## config.mk

```make
export PLATFORM = sky130hd
export DESIGN_NAME = refcounted_inode_cache
export DESIGN_NICKNAME = d
export VERILOG_FILES = /design/src/rtl/rcic_pkg.sv /design/src/rtl/refcounted_inode_cache.sv /design/src/rtl/rcic_table.sv /design/src/rtl/rcic_unit.sv
export SDC_FILE = /design/constraint.sdc
export NUM_CORES = 2
export LEC_CHECK = 0
export ABC_CLOCK_PERIOD_IN_PS = 6500
export BUFFER_PORTS_ARGS = -buffer_cell sky130_fd_sc_hd__buf_2
export CAP_MARGIN = 20
export CORE_MARGIN = 4
export CORE_UTILIZATION = 45
export DETAILED_ROUTE_END_ITERATION = 10
export GPL_ROUTABILITY_DRIVEN = 1
export PLACE_DENSITY = 0.65
export SYNTH_ARGS = -nofsm -noshare
export SYNTH_HDL_FRONTEND = slang
export SYNTH_SLANG_ARGS = --single-unit
```

## constraint.sdc

```tcl
create_clock -name clk_i -period 6.5 [get_ports clk_i]
set_input_delay 0.975 -clock clk_i [delete_from_list [all_inputs] [get_ports clk_i]]
set_output_delay 0.975 -clock clk_i [all_outputs]
set_load 0.02 [all_outputs]
```

## src/rtl/rcic_pkg.sv

```systemverilog
`timescale 1ns / 1ps

package rcic_pkg;

  // Table size default; the top level hands it down as a parameter.
  localparam int unsigned ENTRIES_DEF = 64;

  // Identifier value of a free entry, and the saturation point of a count.
  localparam logic [15:0] ID_INVALID = 16'hFFFF;
  localparam logic [15:0] COUNT_MAX = 16'hFFFF;
  localparam logic [15:0] LIMIT_RESET = 16'hFFFF;

  // Request kinds.
  typedef enum logic [1:0] {
    MODE_GET  = 2'd0,
    MODE_DUP  = 2'd1,
    MODE_PUT  = 2'd2,
    MODE_NONE = 2'd3
  } rcic_mode_e;

  // Result status codes.
  typedef enum logic [2:0] {
    ST_OK    = 3'd0,
    ST_FULL  = 3'd1,
    ST_RANGE = 3'd2,
    ST_ZERO  = 3'd3,
    ST_OVF   = 3'd4
  } rcic_status_e;

  // Operation of the shared count unit.
  typedef enum logic {
    OP_INC = 1'b0,
    OP_DEC = 1'b1
  } rcic_op_e;

  // One request beat.
  typedef struct packed {
    logic [1:0]  mode;
    logic [15:0] inode_number;
    logic [5:0]  slot;
    logic        no_links;
  } rcic_in_t;

  // One result beat.
  typedef struct packed {
    logic [5:0]  entry;
    logic        hit;
    logic [15:0] ref_after;
    logic        delete_needed;
    logic [2:0]  status;
  } rcic_out_t;

  // One table word.
  typedef struct packed {
    logic [15:0] id;
    logic [15:0] cnt;
  } rcic_word_t;

  // Verdict of the shared unit on one table word.
  typedef struct packed {
    logic         match;
    logic         free;
    logic         wr;
    logic [15:0]  cnt_next;
    logic         del;
    rcic_status_e status;
  } rcic_eval_t;

endpackage

```

## src/rtl/refcounted_inode_cache.sv

```systemverilog
`timescale 1ns / 1ps

// Reference-counted identifier cache with ENTRIES table entries.
// Requests arrive on in_valid_i/in_ready_o as one beat each (get, dup, put);
// every request gives exactly one result beat on out_valid_o/out_ready_i.
// The identifier limit is written through cfg_we_i/cfg_wdata_i; the user
// must write it only while idle, as the block itself does not enforce this.
// After reset the block sweeps the table once to free every entry, and
// in_ready_o stays low during that sweep. A get scans the table one entry
// per cycle through the shared count unit: it stops at the first matching
// entry, otherwise it reads all ENTRIES entries. A get with an identifier
// at or above the limit, an unused mode, and a dup or put on a slot beyond
// the table give a result with no table access. A dup or put does one
// read-modify-write of the addressed entry.
// One request is worked on at a time; the next is accepted once the current
// result has moved into the output register. If the receiver stalls, the
// result is held there, one more request may be worked, and its result then
// waits until the output register frees up.
module refcounted_inode_cache #(
  parameter int unsigned ENTRIES = rcic_pkg::ENTRIES_DEF
) (
  input  logic                clk_i,
  input  logic                rst_ni,
  input  logic                cfg_we_i,
  input  logic [15:0]         cfg_wdata_i,
  input  logic                in_valid_i,
  output logic                in_ready_o,
  input  rcic_pkg::rcic_in_t  in_data_i,
  output logic                out_valid_o,
  input  logic                out_ready_i,
  output rcic_pkg::rcic_out_t out_data_o
);

  localparam int unsigned AW = $clog2(ENTRIES);
  localparam logic [AW-1:0] Last = AW'(ENTRIES - 1);

  typedef enum logic [2:0] {
    S_CLEAR,
    S_IDLE,
    S_SCAN,
    S_RMW,
    S_EMIT
  } state_e;

  state_e               state_q, state_d;
  logic [AW-1:0]        ra_q, ra_d;
  logic                 rv_q, rv_d;
  logic [AW-1:0]        ri_q, ri_d;
  logic                 have_free_q, have_free_d;
  logic [AW-1:0]        free_idx_q, free_idx_d;
  rcic_pkg::rcic_in_t   req_q, req_d;
  rcic_pkg::rcic_out_t  res_q, res_d;
  rcic_pkg::rcic_out_t  out_q, out_d;
  logic                 out_valid_q, out_valid_d;
  logic [15:0]          limit_q;

  logic                 mem_we;
  logic [AW-1:0]        mem_waddr;
  rcic_pkg::rcic_word_t mem_wdata;
  logic                 mem_re;
  logic [AW-1:0]        mem_raddr;
  rcic_pkg::rcic_word_t mem_rdata;

  rcic_pkg::rcic_op_e   unit_op;
  rcic_pkg::rcic_eval_t ev;

  logic                 in_fire;
  logic                 can_emit;
  logic [AW+5:0]        in_slot_ext;
  logic [AW+5:0]        req_slot_ext;
  logic                 in_slot_ok;
  logic                 found;
  logic [AW-1:0]        fidx;

  // Low six bits of an entry index.
  function automatic logic [5:0] to_entry(input logic [AW-1:0] idx);
    logic [AW+5:0] ext;
    ext = (AW + 6)'(idx);
    return ext[5:0];
  endfunction

  assign in_ready_o  = (state_q == S_IDLE);
  assign in_fire     = in_valid_i && in_ready_o;
  assign can_emit    = !out_valid_q || out_ready_i;
  assign out_valid_o = out_valid_q;
  assign out_data_o  = out_q;

  // Slot addressing works for tables narrower and wider than the slot field.
  assign in_slot_ext  = (AW + 6)'(in_data_i.slot);
  assign req_slot_ext = (AW + 6)'(req_q.slot);
  assign in_slot_ok   = (32'(in_data_i.slot) < 32'(ENTRIES));

  // Free-entry choice at the end of a missed scan.
  assign found = have_free_q || ev.free;
  assign fidx  = have_free_q ? free_idx_q : ri_q;

  // The shared unit increments during a scan and for dup, decrements for put.
  assign unit_op = ((state_q == S_SCAN) || (req_q.mode == rcic_pkg::MODE_DUP)) ?
                   rcic_pkg::OP_INC : rcic_pkg::OP_DEC;

  rcic_table #(
    .ENTRIES(ENTRIES),
    .AW     (AW)
  ) u_table (
    .clk_i  (clk_i),
    .we_i   (mem_we),
    .waddr_i(mem_waddr),
    .wdata_i(mem_wdata),
    .re_i   (mem_re),
    .raddr_i(mem_raddr),
    .rdata_o(mem_rdata)
  );

  rcic_unit u_unit (
    .op_i      (unit_op),
    .word_i    (mem_rdata),
    .key_i     (req_q.inode_number),
    .no_links_i(req_q.no_links),
    .res_o     (ev)
  );

  // Sequencer next state, table access and result assembly.
  always_comb begin
    state_d     = state_q;
    ra_d        = ra_q;
    rv_d        = rv_q;
    ri_d        = ri_q;
    have_free_d = have_free_q;
    free_idx_d  = free_idx_q;
    req_d       = req_q;
    res_d       = res_q;
    out_d       = out_q;
    out_valid_d = out_valid_q && !out_ready_i;
    mem_we      = 1'b0;
    mem_waddr   = ra_q;
    mem_wdata   = '0;
    mem_re      = 1'b0;
    mem_raddr   = ra_q;

    case (state_q)
      S_CLEAR: begin
        mem_we         = 1'b1;
        mem_waddr      = ra_q;
        mem_wdata.id   = rcic_pkg::ID_INVALID;
        mem_wdata.cnt  = 16'd0;
        if (ra_q == Last) begin
          ra_d    = '0;
          state_d = S_IDLE;
        end else begin
          ra_d = ra_q + AW'(1);
        end
      end

      S_IDLE: begin
        if (in_fire) begin
          req_d = in_data_i;
          res_d = '0;
          case (in_data_i.mode)
            rcic_pkg::MODE_GET: begin
              if (in_data_i.inode_number >= limit_q) begin
                res_d.status = rcic_pkg::ST_RANGE;
                state_d      = S_EMIT;
              end else begin
                ra_d        = '0;
                rv_d        = 1'b0;
                have_free_d = 1'b0;
                state_d     = S_SCAN;
              end
            end
            rcic_pkg::MODE_DUP, rcic_pkg::MODE_PUT: begin
              if (!in_slot_ok) begin
                res_d.entry  = in_data_i.slot;
                res_d.status = rcic_pkg::ST_ZERO;
                state_d      = S_EMIT;
              end else begin
                mem_re    = 1'b1;
                mem_raddr = in_slot_ext[AW-1:0];
                state_d   = S_RMW;
              end
            end
            default: begin
              state_d = S_EMIT;
            end
          endcase
        end
      end

      S_SCAN: begin
        // Issue the next read while the previous word is evaluated.
        mem_re    = 1'b1;
        mem_raddr = ra_q;
        rv_d      = 1'b1;
        ri_d      = ra_q;
        if (ra_q != Last) begin
          ra_d = ra_q + AW'(1);
        end
        if (rv_q) begin
          if (ev.match) begin
            mem_we          = ev.wr;
            mem_waddr       = ri_q;
            mem_wdata.id    = mem_rdata.id;
            mem_wdata.cnt   = ev.cnt_next;
            res_d           = '0;
            res_d.entry     = to_entry(ri_q);
            res_d.hit       = 1'b1;
            res_d.ref_after = ev.cnt_next;
            res_d.status    = ev.status;
            state_d         = S_EMIT;
          end else begin
            if (ev.free && !have_free_q) begin
              have_free_d = 1'b1;
              free_idx_d  = ri_q;
            end
            if (ri_q == Last) begin
              res_d = '0;
              if (found) begin
                mem_we          = 1'b1;
                mem_waddr       = fidx;
                mem_wdata.id    = req_q.inode_number;
                mem_wdata.cnt   = 16'd1;
                res_d.entry     = to_entry(fidx);
                res_d.ref_after = 16'd1;
                res_d.status    = rcic_pkg::ST_OK;
              end else begin
                res_d.status = rcic_pkg::ST_FULL;
              end
              state_d = S_EMIT;
            end
          end
        end
      end

      S_RMW: begin
        // Dup or put on the word read in the previous cycle.
        mem_we          = ev.wr;
        mem_waddr       = req_slot_ext[AW-1:0];
        mem_wdata.id    = (ev.cnt_next == 16'd0) ? rcic_pkg::ID_INVALID : mem_rdata.id;
        mem_wdata.cnt   = ev.cnt_next;
        res_d           = '0;
        res_d.entry     = req_q.slot;
        res_d.ref_after = ev.cnt_next;
        res_d.delete_needed = ev.del;
        res_d.status    = ev.status;
        state_d         = S_EMIT;
      end

      S_EMIT: begin
        if (can_emit) begin
          out_d       = res_q;
          out_valid_d = 1'b1;
          state_d     = S_IDLE;
        end
      end

      default: begin
        state_d = S_CLEAR;
        ra_d    = '0;
      end
    endcase
  end

  // Sequencer state and output register.
  always_ff @(posedge clk_i or negedge rst_ni) begin
    if (!rst_ni) begin
      state_q     <= S_CLEAR;
      ra_q        <= '0;
      rv_q        <= 1'b0;
      have_free_q <= 1'b0;
      out_valid_q <= 1'b0;
    end else begin
      state_q     <= state_d;
      ra_q        <= ra_d;
      rv_q        <= rv_d;
      have_free_q <= have_free_d;
      out_valid_q <= out_valid_d;
    end
  end

  // Payload registers.
  always_ff @(posedge clk_i) begin
    ri_q       <= ri_d;
    free_idx_q <= free_idx_d;
    req_q      <= req_d;
    res_q      <= res_d;
    out_q      <= out_d;
  end

  // Identifier limit register.
  always_ff @(posedge clk_i or negedge rst_ni) begin
    if (!rst_ni) begin
      limit_q <= rcic_pkg::LIMIT_RESET;
    end else if (cfg_we_i) begin
      limit_q <= cfg_wdata_i;
    end
  end

`ifndef SYNTHESIS
  // The table is never written while a result waits to be emitted.
  assert property (@(posedge clk_i) disable iff (!rst_ni)
    (state_q == S_EMIT) |-> !mem_we)
    else $error("table written during result hand-off");

  // A read-modify-write is always followed by the emit state.
  assert property (@(posedge clk_i) disable iff (!rst_ni)
    (state_q == S_RMW) |=> (state_q == S_EMIT))
    else $error("read-modify-write did not complete");

  // A scan only evaluates entries inside the table.
  assert property (@(posedge clk_i) disable iff (!rst_ni)
    ((state_q == S_SCAN) && rv_q) |-> (ri_q <= Last))
    else $error("scan index beyond table");

  // A hit only reports success or saturation.
  assert property (@(posedge clk_i) disable iff (!rst_ni)
    (out_valid_q && out_q.hit) |->
      ((out_q.status == rcic_pkg::ST_OK) || (out_q.status == rcic_pkg::ST_OVF)))
    else $error("hit with unexpected status");

  // A new result is loaded only when the output register is free.
  assert property (@(posedge clk_i) disable iff (!rst_ni)
    ((state_q == S_EMIT) && out_valid_q && !out_ready_i) |=> (state_q == S_EMIT))
    else $error("result loaded over a stalled beat");
`endif

endmodule

```

## src/rtl/rcic_table.sv

```systemverilog
`timescale 1ns / 1ps

module rcic_table #(
  parameter int unsigned ENTRIES = rcic_pkg::ENTRIES_DEF,
  parameter int unsigned AW = $clog2(ENTRIES)
) (
  input  logic                clk_i,
  input  logic                we_i,
  input  logic [AW-1:0]       waddr_i,
  input  rcic_pkg::rcic_word_t wdata_i,
  input  logic                re_i,
  input  logic [AW-1:0]       raddr_i,
  output rcic_pkg::rcic_word_t rdata_o
);

  rcic_pkg::rcic_word_t mem [ENTRIES];
  rcic_pkg::rcic_word_t rdata_q;

  // Single write port.
  always_ff @(posedge clk_i) begin
    if (we_i) begin
      mem[waddr_i] <= wdata_i;
    end
  end

  // Single read port with registered data.
  always_ff @(posedge clk_i) begin
    if (re_i) begin
      rdata_q <= mem[raddr_i];
    end
  end

  assign rdata_o = rdata_q;

endmodule

```

## src/rtl/rcic_unit.sv

```systemverilog
`timescale 1ns / 1ps

module rcic_unit (
  input  rcic_pkg::rcic_op_e   op_i,
  input  rcic_pkg::rcic_word_t word_i,
  input  logic [15:0]          key_i,
  input  logic                 no_links_i,
  output rcic_pkg::rcic_eval_t res_o
);

  logic cnt_zero;

  assign cnt_zero = (word_i.cnt == 16'd0);

  // Compare one word against the key and work out its updated count.
  always_comb begin
    res_o          = '0;
    res_o.match    = !cnt_zero && (word_i.id == key_i);
    res_o.free     = cnt_zero;
    res_o.cnt_next = word_i.cnt;
    res_o.status   = rcic_pkg::ST_OK;
    if (cnt_zero) begin
      res_o.status = rcic_pkg::ST_ZERO;
    end else if (op_i == rcic_pkg::OP_INC) begin
      if (word_i.cnt == rcic_pkg::COUNT_MAX) begin
        res_o.status = rcic_pkg::ST_OVF;
      end else begin
        res_o.cnt_next = word_i.cnt + 16'd1;
        res_o.wr       = 1'b1;
      end
    end else begin
      res_o.cnt_next = word_i.cnt - 16'd1;
      res_o.wr       = 1'b1;
      res_o.del      = (word_i.cnt == 16'd1) && no_links_i;
    end
  end

endmodule
```

==> results.yml <==
grt:
  grt_overflow_total: 0
  grt_first_pass_wirelength_mm: 313
  antenna_found_initial: 5
  grt_start_max_net_pins: 66
  grt_pass1_vias: 41422
  track_usage_pct: 22.4
clock_tree:
  cts_resized: 0
  cts_buffer_depth: 3
  hold_buffers: 0
  cts_tree: "done"
  clkLatencyLatePin_ns: 0.84
  cts_buffers: 209
  root_buffer: "clkbuf_16"
  clk_pin_slew_ns: 0.06
  h-tree-depth: 4
  cts.sink_count: 2199
  postCtsSetupBuffers: 0
critical_path:
  cp-end-kind: "register"
  crit_arrival_ns: 6.32
  crit_fanout: 30
  cp_data_required_time_ns: 7.13
  r2r-start: "state_q[2]$_DFFE_PN0P_"
  r2r_slack_ns: 0.82
  setup.worst_path.start_class: "register"
  criticalPathCategory: "reg -> reg"
  reg2reg_to: "u_table.mem[6][21]$_DFFE_PP_"
  r2r_cells: 10
sta:
  maxSlewViolCount: 0
  rsz0062_at_grt: "no"
  fmax_mhz: 176
  timing.slew.headroom_pct: 27.1
  min_period_over_period_pct: 87.4
  fin_skew_ns: 0.0356
  finalWorstSetupSlack_ns: 0.816
  fin_crit_ns: 5.68
  tightest_slew_ns: 1.09
  tns_ns: 0
  finalSetupViolations: 0
  final_hold_viol_count: 0
floorplanning:
  die_area_um2: 195000
  num_io_pins: 75
  core.rowCount: 158
  initial_utilization_pct: 45.4
  core-area_um2: 186000
  dieWidth_um: 442
  die_h_um: 442
final_layout:
  post-route-util_pct: 51.8
  layout-drive-gt1-share_pct: 28.6
  stdcell_count: 6802
  nets: 4219
  diodes: 0
  area_delta_synth_final_pct: 14.0
place:
  gp_congestion: 0.895
  pre_cts_ws_ns: 0.928
  portBuffers: 74
  hpwl_mm: 132
  dpl.cell_count: 6418
route:
  routed_wl_mm: 218
  firstDrtPassIters: 7
  dr_total_vias: 42565
  routedWlPerCell_um: 32.1
  ant_nets: 0
  drt-vias-per-instance: 6.26
  drc: 0
  drtIter0Drc: 6029
synth:
  synthXorXnorAreaFrac_pct: 0.269
  yosysSeqAreaShare_pct: 77.9
  synth-seq-cells: 2199
  syn_inst: 3867
  syn_nets: 3936
  syn-mean-instance-area_um2: 21.9
  synth_ff_type: "edfxtp_1"
  yosysUniqueCellTypes: 83
  synthArstFlopShare_pct: 1.27
  yosys_warnings: 0
  syn-cell-area_um2: 84600
  synth_top_family_by_area: "multiplexers"
  synth.area.mux_share_pct: 13.7
  yosys.area_share.adder_pct: 0.340
  synth_compound_area_share_pct: 3.71
  synth_edf_count: 2171
  yosys.area_share.simple_pct: 2.83
flow_run:
  maxCapViolCount: 0
pwr:
  cellPowerDensity_nw_per_um2: 473
  p_leak_nw: 29.3
  power_mw: 45.6
  ir_worst_vdd_uv: 418
worst_hold_path:
  hold_path_class: "in -> async"
outcome:
  outcome: "completed"
sequential cells by signal, summed over array words and instances (netlist names):
signal,count
rv_q,1
req_q,25
res_q,27
limit_q,16
u_table.mem,2048
have_free_q,1
ri_q,6
out_valid_o,1
state_q,3
u_table.rdata_o,32
free_idx_q,6
out_data_o,27
ra_q,6
synth_stat cells (5+ instances only):
| cell type | instances | area (um^2) |
|---|---|---|
| a21o_1 | 8 | 60.1 |
| a21oi_1 | 22 | 110 |
| a221oi_1 | 41 | 359 |
| a22o_1 | 24 | 210 |
| a22oi_1 | 218 | 1640 |
| a31oi_1 | 11 | 68.8 |
| and2_1 | 9 | 56.3 |
| and3_1 | 11 | 68.8 |
| and4_1 | 29 | 254 |
| buf_1 | 19 | 71.3 |
| buf_2 | 77 | 385 |
| buf_4 | 5 | 37.5 |
| clkbuf_1 | 102 | 383 |
| dfrtp_1 | 12 | 300 |
| dfstp_2 | 16 | 420 |
| edfxtp_1 | 2171 | 65200 |
| ha_1 | 23 | 288 |
| inv_1 | 28 | 105 |
| mux2i_1 | 6 | 60.1 |
| mux4_2 | 512 | 11500 |
| nand2_1 | 74 | 278 |
| nand2_2 | 11 | 68.8 |
| nand2b_1 | 11 | 68.8 |
| nand3_1 | 26 | 130 |
| nand4_1 | 60 | 375 |
| nor2_1 | 141 | 529 |
| nor2b_1 | 5 | 31.3 |
| nor3_1 | 10 | 50.1 |
| nor4_1 | 8 | 50.1 |
| o21ai_0 | 35 | 175 |
| or2_2 | 12 | 75.1 |
| or3_1 | 9 | 56.3 |
| xnor2_1 | 22 | 193 |
report_power, final:
part | internal, mW | switching [mW]
sequential | 19.2 | 0.690
clock | 6.53 | 5.17
combinational | 4.89 | 9.14
cells in the final DEF (no fill, tap or decap), types with 23 or more instances in the layout:
master     count
a22oi_1      218
and4_1        29
a22o_1        24
clkinv_1      49
o21ai_0       33
clkbuf_1      57
nand3_1       26
nand4_1       60
buf_12        28
nor2_1        53
a221oi_1      41
edfxtp_1    2171
nor2_4        86
buf_4        174
inv_1         28
clkinv_2      30
buf_2         75
nand2_1       67
ha_1          23
mux4_2       512
clkbuf_16    211
cells by family after synthesis:
logic type	Yosys count
and+or+nand+nor	446
buffers and inverters	234
AOI/OAI and AO/OA	419
adders and majority gates	23
muxes	520
DFF	2199
xor gates and xnor gates	26
critical path, stage by stage, from the launching register on:
cell and delay [ns]:
dfrtp_1 0.53, or3b_2 0.72, inv_1 0.52, nor4_2 0.19, a22oi_1 0.21, nor3b_1 0.55
nand4bb_1 0.28, nor4_2 0.51, nand4_2 0.65, nand2_2 0.89, buf_4 0.39
per-layer routing:
layer	vias up	share of wire, %	GRT usage (%)
li1	17106	-	-
met1	22908	42	33.9
met2	2263	46	33.8
met4	2	2.0	4.68
met5	-	0.0060	0
met3	286	9.9	4.95
worst max path at each step:
stage / start / endpoint / slack [ns] / cells after the start
floorplan: u_table.rdata_o[0]$_DFFE_PP_ / u_table.mem[0][0]$_DFFE_PP_ / 0.65 / 9
global placement: in_data_i[23] / u_table.rdata_o[16]$_DFFE_PP_ / 0.83 / 11
detailed placement: state_q[2]$_DFFE_PN0P_ / u_table.mem[1][21]$_DFFE_PP_ / 0.93 / 10
CTS: state_q[2]$_DFFE_PN0P_ / u_table.mem[0][21]$_DFFE_PP_ / 0.87 / 10
global route: state_q[2]$_DFFE_PN0P_ / u_table.mem[17][21]$_DFFE_PP_ / 0.51 / 10
finish: state_q[2]$_DFFE_PN0P_ / u_table.mem[6][21]$_DFFE_PP_ / 0.82 / 10
cell type report:
type,instances,area (um^2)
Clock buffer,272,5540
Fill cell,14338,89800
Sequential cell,2199,65900
Timing Repair Buffer,278,2270
Clock inverter,111,1010
Inverter,28,105
Multi-Input combinational cell,1434,18500
Tap cell,2480,3100
stage by stage:
stage                     hold WS [ns]  cell area (um^2)
after global routing             0.184             96400
after detailed placement         0.405             89800
final                            0.181             96400
after floorplan                  0.400             84600
after global placement           0.403             89800
after CTS                        0.133             96400
No activity file was read; power rests on OpenSTA's default activity.
